==> src/rtl/psd_pkg.sv <==
// shared types, constants and the arctangent table function for the principal stress block
package psd_pkg;

  localparam int RAD_W          = 66;
  localparam int CORDIC_STEPS   = 60;
  localparam int CORDIC_PRESHIFT = 26;
  localparam logic [63:0] PI_2P62 = 64'hC90FDAA22168C235;

  typedef struct packed {
    logic signed [32:0] trace;
    logic signed [31:0] xx;
    logic signed [31:0] xy;
  } root_side_t;

  typedef struct packed {
    logic [33:0]        smax;
    logic signed [32:0] trace;
    logic               xy_zero;
    logic               num_zero;
    logic               num_neg;
    logic               neg;
  } cordic_side_t;

  // atan(2^-i) in units of pi / 2^62
  function automatic logic [63:0] atan_entry(input int i);
    logic [63:0] sum;
    logic [63:0] term;
    logic [63:0] dvd;
    logic [63:0] den;
    logic [63:0] part;
    logic [63:0] rem;
    logic [63:0] q;
    logic        carry;
    int          sh;
    sum = '0;
    q   = '0;
    if (i == 0) begin
      return 64'd1 << 60;
    end
    for (int k = 0; k < 64; k++) begin
      sh = i * (2 * k + 1);
      if (sh < 64) begin
        dvd  = 64'd1 << (64 - sh);
        den  = 64'(2 * k + 1);
        part = '0;
        term = '0;
        for (int b = 63; b >= 0; b--) begin
          part = {part[62:0], dvd[b]};
          term = {term[62:0], 1'b0};
          if (part >= den) begin
            part = part - den;
            term[0] = 1'b1;
          end
        end
        if (k % 2 == 1) begin
          sum = sum - term;
        end else begin
          sum = sum + term;
        end
      end
    end
    rem = sum;
    for (int s = 0; s < 60; s++) begin
      carry = rem[63];
      rem   = {rem[62:0], 1'b0};
      q     = {q[62:0], 1'b0};
      if (carry || rem >= PI_2P62) begin
        rem  = rem - PI_2P62;
        q[0] = 1'b1;
      end
    end
    return q;
  endfunction

endpackage

==> src/rtl/psd_root_cell.sv <==
// one digit of the square root chain: decides one root bit and passes the rest on
module psd_root_cell #(
  parameter int ROOT_W = 34,
  parameter int REM_W  = 70,
  parameter int BIT    = 33
) (
  input  logic                clk,
  input  logic                rst_n,
  input  logic                en,
  input  logic                valid_in,
  input  logic [REM_W-1:0]    rem_in,
  input  logic [ROOT_W-1:0]   root_in,
  input  psd_pkg::root_side_t side_in,
  output logic                valid_out,
  output logic [REM_W-1:0]    rem_out,
  output logic [ROOT_W-1:0]   root_out,
  output psd_pkg::root_side_t side_out
);

  logic                valid_r;
  logic [REM_W-1:0]    rem_r;
  logic [REM_W-1:0]    rem_nxt;
  logic [ROOT_W-1:0]   root_r;
  logic [ROOT_W-1:0]   root_nxt;
  psd_pkg::root_side_t side_r;
  logic [REM_W-1:0]    trial;

  assign trial = (REM_W'(root_in) << (BIT + 1)) | (REM_W'(1) << (2 * BIT));

  always_comb begin
    rem_nxt  = rem_in;
    root_nxt = root_in;
    if (rem_in >= trial) begin
      rem_nxt       = rem_in - trial;
      root_nxt[BIT] = 1'b1;
    end
  end

  always_ff @(posedge clk) begin
    if (!rst_n) begin
      valid_r <= 1'b0;
    end else if (en) begin
      valid_r <= valid_in;
    end
  end

  always_ff @(posedge clk) begin
    if (en) begin
      rem_r  <= rem_nxt;
      root_r <= root_nxt;
      side_r <= side_in;
    end
  end

  assign valid_out = valid_r;
  assign rem_out   = rem_r;
  assign root_out  = root_r;
  assign side_out  = side_r;

endmodule

==> config.mk <==
export PLATFORM = sky130hd
export DESIGN_NAME = psd_root_cell
export DESIGN_NICKNAME = d
export VERILOG_FILES = /design/src/rtl/psd_pkg.sv /design/src/rtl/psd_root_cell.sv
export SDC_FILE = /design/constraint.sdc
export NUM_CORES = 1
export LEC_CHECK = 0
export BUFFER_PORTS_ARGS = -buffer_cell sky130_fd_sc_hd__buf_2
export CAP_MARGIN = 30
export CELL_PAD_IN_SITES_DETAIL_PLACEMENT = 2
export CELL_PAD_IN_SITES_GLOBAL_PLACEMENT = 2
export CORE_ASPECT_RATIO = 0.5
export CORE_UTILIZATION = 29
export CTS_CLUSTER_DIAMETER = 150
export CTS_CLUSTER_SIZE = 28
export DETAILED_ROUTE_END_ITERATION = 12
export PLACE_DENSITY = 0.81
export REMOVE_ABC_BUFFERS = 1
export SYNTH_ARGS = -nofsm -noshare
export SYNTH_HDL_FRONTEND = slang
export SYNTH_SLANG_ARGS = --single-unit
==> constraint.sdc <==
create_clock -name clk -period 4.4 [get_ports clk]
set_input_delay 0.44 -clock clk [delete_from_list [all_inputs] [get_ports clk]]
set_output_delay 0.44 -clock clk [all_outputs]
set_load 0.1 [all_outputs]
==> metrics, run 1 <==
P_leak 4.85 nW; via count 6,485; DIE WIDTH 243 um; Worst Setup Path Type primary input to flip-flop; Crit. End Element flip-flop; Hold Crit Depth 1; Routed Antenna Nets 0; core area 28,100 um^2; wire length per cell 22.7 um; final worst-path cycle share 0.789; initial core utilization 0.299; Max Cap Viol 0; vias per inst 4.73; number of setup violations in the final report 0; Clock transition at path regs 120 ps; clock latency on the worst-skew pair 450 ps; fraction of layout cells with a size suffix above 1 0.442; Synth Flop Type edfxtp_1; Die H 122 um; FF/Latch Area 6060 um^2; largest family of logic cells by synthesized area compound AO/OA/AOI/OAI gates; Buffers on Ports 406; antenna diode count 0; sequential area share after synthesis 0.720; IO Count 407; Post-synth EDFFs 201; number of detailed-route iterations in the first pass 4; Slew HR 0.407; Max Clock Skew 0 ps; detailed placer's ending HPWL 25.7 mm; Post-synth ARST share 0; die area 29,700 um^2; Yosys top cell by area edfxtp_1; FF-to-FF setup slack 3750 ps; Yosys top cell area share 0.718; main area contributors after synthesis edfxtp_1 (72%), ha_1 (4.9%), o21ai_0 (2.6%); Hold Startpoint side_in[0]; R2R depth 2; Final Wtd Congestion 0.794; count of pins over their slew limit 0; Sink Count 202; Multi-input gate area 2130 um^2; initial antenna violation count 0; Total Negative Setup Slacks 0 ps; critical path arrival 3730 ps; post-synthesis adder-cell area fraction 0.0515; DRT Wirelength 31.2 mm; CTS Hold Bufs 0; post-cts resize count 0; synthesized area 8410 um^2; Simple-Gate Fraction of Synth Area 0.0628; clock root buffer clkbuf_16; reg2reg start valid_out; # Post-CTS Setup Buffers 0; first-pass GRT wire length 44.3 mm; Netlist cell types 47; DRT iter0 DRCs 351; Worst setup SP type primary input; unrepaired setup endpoints after global routing no; largest net degree at the start of global routing 101; Area Growth Syn to Fin 33.9%; min-delay worst type primary input to flip-flop; placed cell count 1,356; Slew @ Worst Pin 889 ps; final core utilization 0.401; Avg Cell Area, Syn 14.7 um^2; nets 1,226; clock buffer depth 3; final hold viol count 0; Max Fclk 288 MHz; worst reg2reg endpoint valid_out; Tmin final 3470 ps; Post-synth top cells edfxtp_1 (201), inv_1 (48), nand2_1 (44), o21ai_0 (44), ha_1 (33); H-tree depth 1; Fillers 2,993; TritonCTS clock tree yes; Hold Path Sink side_out[0]; site row count 43; Syn. warnings 0; Critical Path RT 4650 ps; mux share of post-synthesis cell area 0.00774; remaining global-route overflow 0; CP Max Fanout 22; GRT Overall Usage 0.200; count leader, synth edfxtp_1; Finished Layout Cells 1,371; Synth Area in Compound Gates 0.103; cells after synthesis 572; maximum vdd drop 0.211 mV; total power 5.49 mW; flops & latches, synth 202; status finished clean; power density cells 487 nW/um^2; total CTS buffers 11; DRC violation count after routing 0; vias in the first global route 7,000; Post-Synth XOR/XNOR Area 0.0271
## layer usage
| layer | vias up | wire length [um] | global-route usage |
|---|---|---|---|
| met5 | - | 0 | 0 |
| met4 | 0 | 566 | 0.0389 |
| met3 | 34 | 900 | 0.0232 |
| met2 | 132 | 17400 | 0.393 |
| met1 | 3344 | 12200 | 0.235 |
| li1 | 2975 | - | - |
## metrics by stage
| stage | hold WS (ps) | instance area [um^2] | setup WS, ps |
|---|---|---|---|
| finish | 140 | 11300 | 927 |
| global route | 118 | 11300 | 644 |
| CTS | 119 | 11300 | 918 |
| detailed placement | 556 | 10900 | 416 |
| global placement | 493 | 10900 | 519 |
| floorplan | 539 | 8360 | 152 |
## worst max path at each step
stage,start,end
2_1_floorplan,rem_in[34],rem_out[35]
3_3_place_gp,rem_in[34],rem_out[53]
3_5_place_dp,rem_in[34],rem_out[53]
4_1_cts,rem_in[34],rem_out[53]
5_1_grt,rem_in[34],rem_out[53]
6_report,rem_in[34],rem_out[53]
## kinds of logic (layout without fill, tap and decap cells)
family / count (synthesis) / in the layout
xor gates and xnor gates: 26 / 26
adders and majority gates: 34 / 34
AOI/OAI and AO/OA: 135 / 135
muxes: 6 / 6
buffers and inverters: 58 / 475
DFF: 202 / 202
and+or+nand+nor: 111 / 111
## where the power goes
part	leakage (nW)	internal (mW)	switching, mW
sequential	1.97	2.33	0.0600
combinational	2.73	0.322	1.67
clock	0.151	0.478	0.629
total	4.85	3.13	2.36
## worst max-delay path, stage by stage
cell and delay [ps]:
buf_2 110, inv_1 50, ha_1 150, inv_1 70, fa_1 420, a211oi_1 360
o21ai_0 210, a21oi_2 240, nor2_1 160, a2111oi_4 420, o31ai_2 160, a21oi_4 380
buf_4 320, a31oi_1 70, a21o_1 160
## layout make-up
class / instances / share of cell area
Clock buffer: 14 / 0.0255
Clock inverter: 1 / 0.00267
Inverter: 48 / 0.0160
Multi-Input combinational cell: 312 / 0.189
Sequential cell: 202 / 0.538
Tap cell: 382 / 0.0425
Timing Repair Buffer: 412 / 0.186
## flip-flops by register name (all words and copies together) (netlist names)
register	cells
root_out	34
side_out	97
valid_out	1
rem_out	70
## cell usage in the layout (no fill, tap or decap), types with 4 or more instances in the layout
cell type,n
a21oi_1,31
a31oi_1,5
ha_1,33
inv_1,48
nor2b_1,4
nor3_1,6
o31ai_1,4
nand4_1,6
nor2_1,19
buf_2,405
nor4_1,11
o21bai_1,10
xor2_1,10
edfxtp_1,201
buf_4,5
xnor2_1,16
mux2_2,4
clkbuf_16,11
a21o_1,16
nand3_1,8
o21ai_0,44
nand2_1,44
No activity file was read; power rests on OpenSTA's default activity.
==> inputs of run 2 (changes only) <==
--- a/config.mk
+++ b/config.mk
@@ -5,16 +5,17 @@
 export SDC_FILE = /design/constraint.sdc
 export NUM_CORES = 1
 export LEC_CHECK = 0
+export ABC_AREA = 1
 export BUFFER_PORTS_ARGS = -buffer_cell sky130_fd_sc_hd__buf_2
 export CAP_MARGIN = 30
 export CELL_PAD_IN_SITES_DETAIL_PLACEMENT = 2
 export CELL_PAD_IN_SITES_GLOBAL_PLACEMENT = 2
 export CORE_ASPECT_RATIO = 0.5
-export CORE_UTILIZATION = 29
+export CORE_UTILIZATION = 25
 export CTS_CLUSTER_DIAMETER = 150
 export CTS_CLUSTER_SIZE = 28
 export DETAILED_ROUTE_END_ITERATION = 12
-export PLACE_DENSITY = 0.81
+export PLACE_DENSITY = 0.77
 export REMOVE_ABC_BUFFERS = 1
 export SYNTH_ARGS = -nofsm -noshare
 export SYNTH_HDL_FRONTEND = slang
==> constraint.sdc (replaced) <==
create_clock -name clk -period 3.1 [get_ports clk]
set_input_delay 0.31 -clock clk [delete_from_list [all_inputs] [get_ports clk]]
set_output_delay 0.31 -clock clk [all_outputs]
set_load 0.1 [all_outputs]
==> metrics, run 2 <==
Area Growth Syn to Fin 47.0%; largest net degree at the start of global routing 84; Critical Path RT 3450 ps; Routed Antenna Nets 0; via count 8,715; P_leak 6.53 nW; cells after synthesis 922; Final Wtd Congestion 0.876; wire length per cell 21.0 um; CP Cell Sequence dlygate4sd3_1 -> buf_2 -> inv_1 -> ha_1 -> nand2_2 -> inv_1 -> nand2_1 -> nand2_1 -> a21oi_1 -> nand2_1 -> nand2_1 -> nand4_4 -> inv_4 -> nand2_1 -> nand2_1; TritonCTS clock tree yes; commonest cells after routing, fill and taps aside buf_2 (405), nand2_1 (325), edfxtp_1 (201); count leader, synth nand2_1; CP max stage cell dlygate4sd3_1; remaining global-route overflow 0; number of detailed-route iterations in the first pass 4; met1 Use GR 0.241; fraction of layout cells with a size suffix above 1 0.294; R2R depth 2; Max Clock Skew 0 ps; vias per inst 4.41; GRT Overall Usage 0.209; Post-synth ARST share 0; worst hold slack 18.1 ps; vias in the first global route 9,633; Synth Flop Type edfxtp_1; initial antenna violation count 5; status finished clean; # Post-CTS Setup Buffers 0; Syn. warnings 0; synthesized area 9420 um^2; Crit. End Element flip-flop; site row count 49; H-tree depth 1; Slew HR 0.455; global-route met3 utilization 0.0326; FF-to-FF setup slack 2440 ps; most common cell type on the critical path nand2_1; Netlist cell types 26; core area 36,500 um^2; flops & latches, synth 202; clock buffer depth 3; reg2reg start valid_out; Tmin final 2640 ps; die area 38,500 um^2; crit path buf inv count 5; Max Fclk 378 MHz; min-delay worst type primary input to flip-flop; Critical path origin root_in[19]; final worst-path cycle share 0.853; first-pass GRT wire length 61.0 mm; DRC violation count after routing 0; Top delay family on crit path buffers and inverters; nets 1,723; total power 8.18 mW; DRT iter0 DRCs 492; Buffers on Ports 406; grt met2 use 0.407; Total Negative Setup Slacks 0 ps; busiest grt layer met2; Hold Crit Depth 1; Post-synth top cells nand2_1 (325), edfxtp_1 (201), inv_1 (135); Worst Setup Path Type primary input to flip-flop; Worst setup SP type primary input; DRT Wirelength 41.4 mm; worst setup path end rem_out[51]; Yosys top cell area share 0.640; Slew @ Worst Pin 818 ps; Crit path depth 15; worst reg2reg endpoint valid_out; clock latency on the worst-skew pair 510 ps; Post-synth EDFFs 201; IO Count 407; sequential area share after synthesis 0.643; CP Max Fanout 36; power density cells 591 nW/um^2; number of setup violations in the final report 0; maximum vdd drop 0.313 mV; most common cell after layout, fill and taps aside buf_2; count of pins over their slew limit 0; initial core utilization 0.258; final hold viol count 0; critical path arrival 3000 ps; clock root buffer clkbuf_16; main area contributors after synthesis edfxtp_1 (64%), nand2_1 (13%), inv_1 (5.4%); Yosys top cell by area edfxtp_1; number of flip-flops in the largest register 97; unrepaired setup endpoints after global routing no; Die H 139 um; detailed placer's ending HPWL 31.6 mm; Avg Cell Area, Syn 10.2 um^2; total CTS buffers 11; DIE WIDTH 277 um; Sink Count 202; Max Cap Viol 0; Crit path largest cell delay 550 ps; Clock transition at path regs 120 ps
## run 2: cells by family (layout without fill, tap and decap cells)
group | Yosys count | count (layout) | share of synthesized area
simple gates | 481 | 481 | 0.207
flops | 202 | 202 | 0.643
other cells | 0 | 5 | 0
xor+xnor | 19 | 19 | 0.0177
buf+inv | 143 | 706 | 0.0608
fa+ha+maj | 34 | 34 | 0.0459
compound gates | 43 | 43 | 0.0263
## run 2: per-layer routing
layer | vias to the layer above | part of all wire | wire, um
li1 | 4119 | - | -
met1 | 4382 | 0.40 | 16400
met2 | 166 | 0.54 | 22400
met3 | 46 | 0.042 | 1730
met4 | 2 | 0.020 | 840
met5 | - | 0.00031 | 13
## run 2: final cells by class
type / count / area [um^2]
Inverter: 137 / 517
Tap cell: 484 / 606
Clock buffer: 13 / 283
Antenna cell: 5 / 12.5
Sequential cell: 202 / 6060
Fill cell: 4107 / 22700
Clock inverter: 1 / 30.0
Timing Repair Buffer: 555 / 3550
Multi-Input combinational cell: 577 / 2800
## run 2: repair_timing
item,CTS,global route
hold buffers,135,8
hold endpoints to repair,135,8
gates resized for setup,0,0
## run 2: report_power, final
part	switching, mW	total [mW]	internal, mW
combinational	2.54	3.13	0.590
clock	0.982	1.66	0.677
sequential	0.0905	3.39	3.30
## run 2: stage by stage
stage,worst slack (ps),instance area (um^2),util,instances
floorplan,712,9370,-,916
global placement,508,12100,0.331,1812
detailed placement,492,12100,0.331,1812
CTS,547,13800,0.377,1961
global route,297,13900,0.379,1973
finish,455,13900,0.379,1974
## run 2: worst min-delay path by stage
stage | start | endpoint | slack [ps]
after global placement | side_in[29] | side_out[29] | 490
after global routing | rem_in[17] | rem_out[17] | -6
after detailed placement | side_in[26] | side_out[26] | 490
after CTS | root_in[20] | root_out[20] | 0.5
after floorplan | en | valid_out | 400
final | rem_in[17] | rem_out[17] | 20
