==> config.mk <==
export PLATFORM = sky130hd
export DESIGN_NAME = psd_cordic_cell
export DESIGN_NICKNAME = d
export VERILOG_FILES = /design/src/rtl/psd_pkg.sv /design/src/rtl/psd_cordic_cell.sv
export SDC_FILE = /design/constraint.sdc
export NUM_CORES = 1
export LEC_CHECK = 0
export BUFFER_PORTS_ARGS = -buffer_cell sky130_fd_sc_hd__buf_2
export CAP_MARGIN = 20
export CORE_MARGIN = 2
export CORE_UTILIZATION = 35
export CTS_BUF_LIST = sky130_fd_sc_hd__clkbuf_16
export DETAILED_ROUTE_END_ITERATION = 10
export GPL_TIMING_DRIVEN = 0
export PLACE_DENSITY = 0.54
export SLEW_MARGIN = 20
export SYNTH_ARGS = -nofsm -noshare
export SYNTH_HDL_FRONTEND = slang
export SYNTH_SLANG_ARGS = --single-unit
==> constraint.sdc <==
create_clock -name clk -period 5.1 [get_ports clk]
set_input_delay 1.02 -clock clk [delete_from_list [all_inputs] [get_ports clk]]
set_output_delay 1.02 -clock clk [all_outputs]
set_load 0.02 [all_outputs]
==> src/rtl/psd_pkg.sv <==
// shared types, constants and the arctangent table function for the principal stress block
package psd_pkg;

  localparam int RAD_W          = 66;
  localparam int CORDIC_STEPS   = 60;
  localparam int CORDIC_PRESHIFT = 26;
  localparam logic [63:0] PI_2P62 = 64'hC90FDAA22168C235;

  typedef struct packed {
    logic signed [32:0] trace;
    logic signed [31:0] xx;
    logic signed [31:0] xy;
  } root_side_t;

  typedef struct packed {
    logic [33:0]        smax;
    logic signed [32:0] trace;
    logic               xy_zero;
    logic               num_zero;
    logic               num_neg;
    logic               neg;
  } cordic_side_t;

  // atan(2^-i) in units of pi / 2^62
  function automatic logic [63:0] atan_entry(input int i);
    logic [63:0] sum;
    logic [63:0] term;
    logic [63:0] dvd;
    logic [63:0] den;
    logic [63:0] part;
    logic [63:0] rem;
    logic [63:0] q;
    logic        carry;
    int          sh;
    sum = '0;
    q   = '0;
    if (i == 0) begin
      return 64'd1 << 60;
    end
    for (int k = 0; k < 64; k++) begin
      sh = i * (2 * k + 1);
      if (sh < 64) begin
        dvd  = 64'd1 << (64 - sh);
        den  = 64'(2 * k + 1);
        part = '0;
        term = '0;
        for (int b = 63; b >= 0; b--) begin
          part = {part[62:0], dvd[b]};
          term = {term[62:0], 1'b0};
          if (part >= den) begin
            part = part - den;
            term[0] = 1'b1;
          end
        end
        if (k % 2 == 1) begin
          sum = sum - term;
        end else begin
          sum = sum + term;
        end
      end
    end
    rem = sum;
    for (int s = 0; s < 60; s++) begin
      carry = rem[63];
      rem   = {rem[62:0], 1'b0};
      q     = {q[62:0], 1'b0};
      if (carry || rem >= PI_2P62) begin
        rem  = rem - PI_2P62;
        q[0] = 1'b1;
      end
    end
    return q;
  endfunction

endpackage

==> src/rtl/psd_cordic_cell.sv <==
// one vectoring step of the arctangent chain
module psd_cordic_cell #(
  parameter int STEP = 0
) (
  input  logic                  clk,
  input  logic                  rst_n,
  input  logic                  en,
  input  logic                  valid_in,
  input  logic [63:0]           cx_in,
  input  logic [63:0]           cy_in,
  input  logic [63:0]           z_in,
  input  psd_pkg::cordic_side_t side_in,
  output logic                  valid_out,
  output logic [63:0]           cx_out,
  output logic [63:0]           cy_out,
  output logic [63:0]           z_out,
  output psd_pkg::cordic_side_t side_out
);

  localparam logic [63:0] ATAN = psd_pkg::atan_entry(STEP);

  logic                  valid_r;
  logic [63:0]           cx_r;
  logic [63:0]           cy_r;
  logic [63:0]           z_r;
  logic [63:0]           cx_nxt;
  logic [63:0]           cy_nxt;
  logic [63:0]           z_nxt;
  psd_pkg::cordic_side_t side_r;
  logic [63:0]           dx;
  logic [63:0]           dy;

  assign dx = 64'($signed(cy_in) >>> STEP);
  assign dy = 64'($signed(cx_in) >>> STEP);

  always_comb begin
    if (!cy_in[63]) begin
      cx_nxt = cx_in + dx;
      cy_nxt = cy_in - dy;
      z_nxt  = z_in + ATAN;
    end else begin
      cx_nxt = cx_in - dx;
      cy_nxt = cy_in + dy;
      z_nxt  = z_in - ATAN;
    end
  end

  always_ff @(posedge clk) begin
    if (!rst_n) begin
      valid_r <= 1'b0;
    end else if (en) begin
      valid_r <= valid_in;
    end
  end

  always_ff @(posedge clk) begin
    if (en) begin
      cx_r   <= cx_nxt;
      cy_r   <= cy_nxt;
      z_r    <= z_nxt;
      side_r <= side_in;
    end
  end

  assign valid_out = valid_r;
  assign cx_out    = cx_r;
  assign cy_out    = cy_r;
  assign z_out     = z_r;
  assign side_out  = side_r;

endmodule

==> reports/metrics.cfg, run 1 <==
[synthesis]
synth_top_area_cell=edfxtp_1
netlist_instances=2234
synth_edf_count=262
synthArstFlopShare_pct=0
synth-seq-cells=263
syn_area_sq_um=20400
synth.most_common_cell=a21oi_1
synth-simple-area-share_pct=12.3
synth_compound_area_share_pct=24.6
yosys_warnings=0
ys.flop_type=edfxtp_1
yosys.area.top_type_share_pct=38.5
netlist_top_cells_count=a21oi_1 (309), edfxtp_1 (262), inv_1 (204)
synth.net_count=2697
synth_area_leaders=edfxtp_1 (39%), ha_1 (12%), a21oi_1 (7.6%), xnor2_1 (5.0%), inv_1 (3.8%)
synth_xor_area_share_pct=5.32
synthMuxAreaShare_pct=1.29
synth_top_family_by_area=compound AO/OA/AOI/OAI gates
ys_seq_area_share_pct=38.6
avgSynthCellArea_sq_um=9.14
synth_fa_ha_area_share_pct=12.2
synth_cell_type_count=85

[cells_and_area]
fin_cells=3595
syn2layout_area_growth_pct=23.1
final_layout_size_suffix_gt1_share_pct=22.5
fin_area_sq_um=25100
post-route-util_pct=43.5
final_nets=3263

[clocking]
cts_made_buffers=30
cts_root_buf=clkbuf_16
post_cts_resized=0
cts_tree=built
htreeDepth=1
clkTransAtPathRegs_ns=0.06
postCtsSetupBuffers=0
clock-sinks=263
cts_max_path_buffers=3
insertion_delay_ns=0.60
hold_buffers=0

[die]
dieArea_sq_um=60300
ios=531
core_sq_um=57700
die_x_um=245
die_y_um=245
rows=88
start_util_pct=35.4

[global_route]
grt-ovfl-total=0
grt_pass1_wl_um=138000
antenna_found_initial=13
grt_pass1_vias=19822
grt_max_degree=99
track_usage_pct=31.1

[detailed_routing]
vias=20555
drt-pass1-iter-count=7
drc=0
wl_per_cell_um=27.3
antenna_left=0
drtIter0Drc=1970
wl_um=98100
viasPerCell=5.72

[sta]
hold_ws_ns=0.541
rsz0062_at_grt=false
clock.fmax_mhz=207
hold_viol_final=0
slew_headroom_pct=18.3
setup_violations=0
fin_worst_skew_ns=0
period_needed_ns=4.83
drv_slew=0
worstMarginPinSlew_ns=1.21
finalCritPeriodShare_pct=94.8

[placed_design]
dp_cells=3532
place_area_sq_um=24100
gp_congestion=1.00
port_buffers=530
hpwl_um=80300

[run_status]
status=finished clean

[setup_path]
startpoint=cx_in[10]
reg2regPathDepth=2
r2r-start=valid_out$_SDFFE_PN0P_
reg2reg_slack_ns=4.50
worstSetupPathType=in -> reg
worst_ep_required_time_ns=5.38
cp-end-kind=flip-flop
crit_end=cx_out[51]$_DFFE_PP_
start_kind=input port
cp.arrival_ns=5.11
regToRegEndpoint=valid_out$_SDFFE_PN0P_
cp_max_fo=10

[flow_run]
drv_cap=0

[power]
power.density_nw_per_um2=309
leakagePower_nw=10.8
max-vdd-ir-drop_v=0.000244

[hold_path]
min_path_cells=2
hp-class=reg -> reg
hp-start=valid_out$_SDFFE_PN0P_

## cells by family (layout without fill, tap and decap cells)
logic type | Yosys count | after routing
flip-flops | 263 | 263
buffers and inverters | 303 | 893
XOR/XNOR | 124 | 124
multiplexers | 26 | 26
AND/OR/NAND/NOR | 526 | 526
other | 0 | 6
AO/OA/AOI/OAI | 796 | 796
adder cells (fa/ha/maj) | 196 | 196
## per-layer routing
layer	vias to the layer above	GRT usage [%]	part of all wire, %
met5	-	0	0
met4	0	9.68	3.7
met3	179	4.66	7.4
met2	1077	53.5	48
met1	9994	40.0	41
li1	9305	-	-
## report_power, final
group / total [W] / internal (W) / switching, W
combinational: 0.00274 / 0.000839 / 0.00190
sequential: 0.00281 / 0.00273 / 0.0000848
clock: 0.00221 / 0.00127 / 0.000937
## registers in the layout, indices dropped and copies added (netlist names)
signal	cells
cx_out	64
cy_out	63
side_out	71
valid_out	1
z_out	64
## critical path, cell delays in order
cell      delay (ns)
buf_2           0.10
inv_1           0.04
ha_1            0.28
clkbuf_1        0.36
nand4_1         0.28
a311oi_1        0.57
o21ai_0         0.33
nand2_1         0.30
a21o_1          0.32
a21oi_1         0.11
a21oi_1         0.55
nor2_1          0.07
o311ai_0        0.75
## cells in the final DEF (no fill, tap or decap), types with 17 or more instances in the layout
cell type and count:
inv_1 212, clkbuf_1 55, o21a_1 19, o21bai_1 67, nand3_1 35, clkbuf_16 30
ha_1 192, nor4_1 28, nand2b_1 17, a21oi_1 309, edfxtp_1 262, nor2b_1 21
nor3_1 44, buf_2 545, nand4_1 40, mux2i_1 24, o21ai_0 146, a211oi_1 24
o31ai_1 28, nand2_1 127, xnor2_1 117, a21o_1 43, nor2_1 162
## stage by stage
step	setup slack, ns	total power (W)	TNS, ns
finish	0.266	0.00776	0
global route	0.136	0.00808	0
CTS	0.366	0.00777	0
detailed placement	-0.245	0.00553	-0.611
global placement	-0.722	0.00555	-164.24
floorplan	1.19	0.00440	0
## area by class of cell
type | instances | area, sq um
fill | 5856 | 32600
clock buffer | 30 | 751
timing repair buffer | 534 | 2740
clock inverter | 26 | 243
buffer | 93 | 388
tap | 765 | 957
multi-input combinational | 1668 | 11400
inverter | 210 | 788
antenna | 6 | 15.0
sequential | 263 | 7890
## worst min path at each step
stage | endpoint | slack (ns)
detailed placement | valid_out$_SDFFE_PN0P_ | 0.54
floorplan | valid_out$_SDFFE_PN0P_ | 0.59
global placement | valid_out$_SDFFE_PN0P_ | 0.50
CTS | valid_out$_SDFFE_PN0P_ | 0.55
global route | z_out[0]$_DFFE_PP_ | 0.56
finish | valid_out$_SDFFE_PN0P_ | 0.54
Power figures use the tool's default switching activity.
==> run 2: changes to the inputs <==
==> constraint.sdc (replaced) <==
create_clock -name clk -period 4.7 [get_ports clk]
set_input_delay 0.94 -clock clk [delete_from_list [all_inputs] [get_ports clk]]
set_output_delay 0.94 -clock clk [all_outputs]
set_load 0.02 [all_outputs]
==> reports/metrics.cfg, run 2 (synthesis gave the netlist of run 1 again) <==
[clocking]
cts_max_path_buffers=3
cts_made_buffers=30
htreeDepth=1
clkTransAtPathRegs_ns=0.06
insertion_delay_ns=0.59
cts_root_buf=clkbuf_16
cts_tree=built
clock-sinks=263

[setup_path]
cp.arrival_ns=5.05
worstSetupPathType=in -> reg
cp_max_fo=5
reg2reg_slack_ns=4.10
start_kind=input port
worst_ep_required_time_ns=5.12
cp-end-kind=flip-flop

[power]
p_int_w=0.00525
comb_power_share_pct=35.3
net-switching-power_w=0.00316
max-vdd-ir-drop_v=0.000264
leakagePower_nw=10.8
power.density_nw_per_um2=335
seq_power_share_pct=36.3
netSwitchingFraction_pct=37.6
clkPwrFrac_pct=28.4

[sta]
period_needed_ns=4.63
hold_ws_ns=0.512
fin_worst_skew_ns=0
clock.fmax_mhz=216
slew_headroom_pct=18.6
worstMarginPinSlew_ns=1.22
drv_slew=0
setup_slack_ns=0.0707
setup_violations=0
finalCritPeriodShare_pct=98.5
rsz0062_at_grt=false
hold_viol_final=0

[flow_run]
drv_cap=0

[placed_design]
dp_slack_ns=-0.565
hpwl_um=80300
gp_congestion=1.00
place_area_sq_um=24100
dp_cells=3532
port_buffers=530

[detailed_routing]
wl_per_cell_um=27.3
drtIter0Drc=2029
antenna_left=0
vias=20611
drc=0
viasPerCell=5.73
wl_um=98000
drt-pass1-iter-count=6

[global_route]
grt_pass1_vias=19822
grt_pass1_wl_um=138000
grt-ovfl-total=0
grt_max_degree=99
track_usage_pct=31.1
antenna_found_initial=13

[cells_and_area]
final_common_cell=buf_2
fin_area_sq_um=25100
largest_reg_flops=71
syn2layout_area_growth_pct=23.1
num-fill-cells=5855
fin_cells=3595
final_layout_size_suffix_gt1_share_pct=22.5
final_nets=3263
layout_common_cells=buf_2 (545), a21oi_1 (309), edfxtp_1 (262), inv_1 (212), ha_1 (192)
multiInputGateArea_sq_um=11400
seqCellArea_sq_um=7890

[die]
die_x_um=245
core_sq_um=57700
rows=88
start_util_pct=35.4
dieArea_sq_um=60300
ios=531
die_y_um=245

[run_status]
status=finished clean

[hold_path]
hp-class=in -> reg

[run 2: worst max-delay path, cell delays in order]
cell       delay, ns
buf_2           0.14
ha_1            0.23
fa_1            0.42
nand2b_1        0.17
a221oi_4        0.10
a211oi_2        0.41
a2111oi_2       0.17
nor3_1          0.82
o41a_1          0.48
a21oi_2         0.11
a41o_2          0.36
or4_1           0.48
nand3_1         0.19
[run 2: worst paths after layout]
kind	startpoint	endpoint	cells after the start
worst max-delay path	cx_in[0]	cx_out[60]$_DFFE_PP_	13
worst min-delay path	z_in[15]	z_out[15]$_DFFE_PP_	1
worst min register to register	valid_out$_SDFFE_PN0P_	valid_out$_SDFFE_PN0P_	2
worst max register to register	valid_out$_SDFFE_PN0P_	valid_out$_SDFFE_PN0P_	2
[run 2: metrics by stage]
| stage | utilization, % | power, W | TNS [ns] |
|---|---|---|---|
| after floorplan | - | 0.00478 | 0 |
| after global placement | 41.6 | 0.00603 | -259.16 |
| after detailed placement | 41.8 | 0.00601 | -8.98 |
| after CTS | 43.5 | 0.00844 | 0 |
| after global routing | 43.5 | 0.00877 | 0 |
| final | 43.6 | 0.00842 | 0 |
[run 2: layout make-up]
type                            instances  share of cell area (%)
Clock inverter                         26                   0.966
Timing Repair Buffer                  534                    10.9
Tap cell                              765                    3.81
Sequential cell                       263                    31.4
Antenna cell                            6                  0.0597
Multi-Input combinational cell       1668                    45.2
Clock buffer                           30                    2.99
Inverter                              210                    3.14
Buffer                                 93                    1.54
[run 2: layer usage]
metal  part of all wire (%)  up-vias  global-route usage [%]
met2                     48     1065                    53.5
met4                    3.6        0                    9.68
met5                      0        -                       0
met1                     41    10055                    40.0
met3                    7.5      173                    4.66
li1                       -     9318                       -
[run 2: timing repair]
action                     4_1_cts  5_1_grt
setup endpoints to repair        0        4
gates resized for setup          0        3
hold buffers                     0        0
setup buffers                    0        0
[run 2: power by group through the flow]
stage | Sequential [W] | Combinational, W | Clock (W)
6_report | 0.00305 | 0.00297 | 0.00239
5_1_grt | 0.00308 | 0.00315 | 0.00254
4_1_cts | 0.00306 | 0.00293 | 0.00245
3_5_place_dp | 0.00310 | 0.00291 | 0
3_3_place_gp | 0.00311 | 0.00291 | 0
2_1_floorplan | 0.00347 | 0.00131 | 0
==> run 3: changes to the inputs <==
--- a/config.mk
+++ b/config.mk
@@ -13,6 +13,7 @@
 export DETAILED_ROUTE_END_ITERATION = 10
 export GPL_TIMING_DRIVEN = 0
 export PLACE_DENSITY = 0.54
+export RECOVER_POWER = 100
 export SLEW_MARGIN = 20
 export SYNTH_ARGS = -nofsm -noshare
 export SYNTH_HDL_FRONTEND = slang
==> reports/metrics.cfg, run 3 (synthesis gave the netlist of run 1 again) <==
[clocking]
cts_max_path_buffers=3
cts_tree=built
cts_root_buf=clkbuf_16
clkTransAtPathRegs_ns=0.06
htreeDepth=1
cts_made_buffers=30
clock-sinks=263
insertion_delay_ns=0.60

[setup_path]
crit_chain=clkbuf_1 -> inv_1 -> ha_1 -> or2_2 -> nor4_1 -> a211oi_2 -> a31oi_1 -> and2_1 -> nor3b_1 -> o21ai_0 -> a21o_1 -> a21oi_1 -> xnor2_1
reg2regPathDepth=2
worst_ep_required_time_ns=5.03
crit_path_max_incr_delay_ns=0.67
cpMaxStageDelayCell=a31oi_1
startpoint=cx_in[8]
cp_max_fo=8
regToRegEndpoint=valid_out$_SDFFE_PN0P_
cp-end-kind=flip-flop
cp.arrival_ns=5.02
worstSetupPathType=in -> reg
reg2reg_slack_ns=4.09
r2r-start=valid_out$_SDFFE_PN0P_
start_kind=input port

[cells_and_area]
layout_common_cells=clkbuf_1 (341), a21oi_1 (309), buf_2 (266), edfxtp_1 (262), inv_1 (213)
fin_cells=3594
final_layout_size_suffix_gt1_share_pct=12.4
syn2layout_area_growth_pct=21.4
final_common_cell=clkbuf_1
largest_reg_flops=71
fin_area_sq_um=24800
final_nets=3263

[sta]
rsz0062_at_grt=false
worstMarginPinSlew_ns=3.37
setup_violations=0
finalCritPeriodShare_pct=99.7
clock.fmax_mhz=213
fin_worst_skew_ns=0
period_needed_ns=4.69
drv_slew=73
hold_viol_final=0
slew_headroom_pct=-125
setup_slack_ns=0.0122

[placed_design]
dp_slack_ns=-0.565
port_buffers=530
hpwl_um=80300
gp_congestion=1.00
place_area_sq_um=24100
dp_cells=3532

[detailed_routing]
wl_per_cell_um=27.3
drt-pass1-iter-count=6
antenna_left=0
wl_um=98000
viasPerCell=5.72
vias=20549
drtIter0Drc=1980
drc=0

[global_route]
grt_pass1_vias=19822
grt_max_degree=99
track_usage_pct=31.1
grt_pass1_wl_um=138000
grt-ovfl-total=0
antenna_found_initial=13

[run_status]
status=finished with violations
violations=capacitance limit, slew limit

[hold_path]
min_path_cells=1
worstHoldEndpoint=z_out[15]$_DFFE_PP_
hp-start=z_in[15]
hp-class=in -> reg

[die]
ios=531
rows=88
die_x_um=245
dieArea_sq_um=60300
start_util_pct=35.4
core_sq_um=57700
die_y_um=245

[power]
leakagePower_nw=10.1
power.density_nw_per_um2=337
totalPowerFinal_w=0.00835
max-vdd-ir-drop_v=0.000264

[flow_run]
drv_cap=1

==> run 3: cell count changes in the layout (fill, tap and decap cells not counted), sizes merged <==
cell / before / now
dlymetal6s4s: 0 / 1
diode: 6 / 5
clkbuf: 88 / 373
buf: 569 / 283
==> run 3: worst max path at each step <==
stage                             end  slack (ns)  cells past startpoint
3_3_place_gp   valid_out$_SDFFE_PN0P_       -1.04                      3
4_1_cts          cy_out[56]$_DFFE_PP_        0.05                     14
2_1_floorplan    cy_out[62]$_DFFE_PP_        0.87                     13
6_report         cy_out[58]$_DFFE_PP_        0.01                     13
5_1_grt          cx_out[36]$_DFFE_PP_        0.03                     13
3_5_place_dp     cy_out[56]$_DFFE_PP_       -0.56                     14
==> run 3: stage by stage <==
stage                     hold WS [ns]  utilization (%)  TNS (ns)
after floorplan                  0.589                -         0
after global placement           0.501             41.6   -259.16
after detailed placement         0.540             41.8     -8.98
after CTS                        0.475             43.5         0
after global routing             0.480             42.9         0
final                            0.509             42.9         0
==> run 3: timing repair <==
| action | in CTS | in global routing |
|---|---|---|
| setup buffers | 0 | 0 |
| hold buffers | 0 | 0 |
| gates resized for setup | 0 | 3 |
| setup endpoints to repair | 0 | 4 |
==> run 3: per-layer routing <==
metal  wire [um]  global-route usage (%)
met4        3660                    9.68
met1       40200                    40.0
met5           0                       0
met2       46700                    53.5
met3        7450                    4.66
==> run 3: power breakdown <==
part / leakage [nW] / switching [W] / internal [W] / total [W]
Combinational: 6.97 / 0.00206 / 0.000830 / 0.00289
Sequential: 2.57 / 0.000100 / 0.00296 / 0.00306
Clock: 0.511 / 0.00101 / 0.00138 / 0.00239
Total: 10.1 / 0.00317 / 0.00517 / 0.00835
==> run 3: cell type report <==
| type | count | area (sq um) |
|---|---|---|
| Fill cell | 5974 | 32900 |
| Multi-Input combinational cell | 1668 | 11400 |
| Sequential cell | 263 | 7890 |
| Timing Repair Buffer | 534 | 2390 |
| Tap cell | 765 | 957 |
| Inverter | 210 | 788 |
| Clock buffer | 30 | 751 |
| Buffer | 93 | 383 |
| Clock inverter | 26 | 243 |
| Antenna cell | 5 | 12.5 |
==> run 3: worst max-delay path: cells and delay by family <==
| family | cells | cell delay (ns) |
|---|---|---|
| AND/OR/NAND/NOR | 4 | 1.28 |
| adder cells (fa/ha/maj) | 1 | 0.40 |
| XOR/XNOR | 1 | 0.22 |
| buffers and inverters | 2 | 0.19 |
| AO/OA/AOI/OAI | 5 | 1.95 |
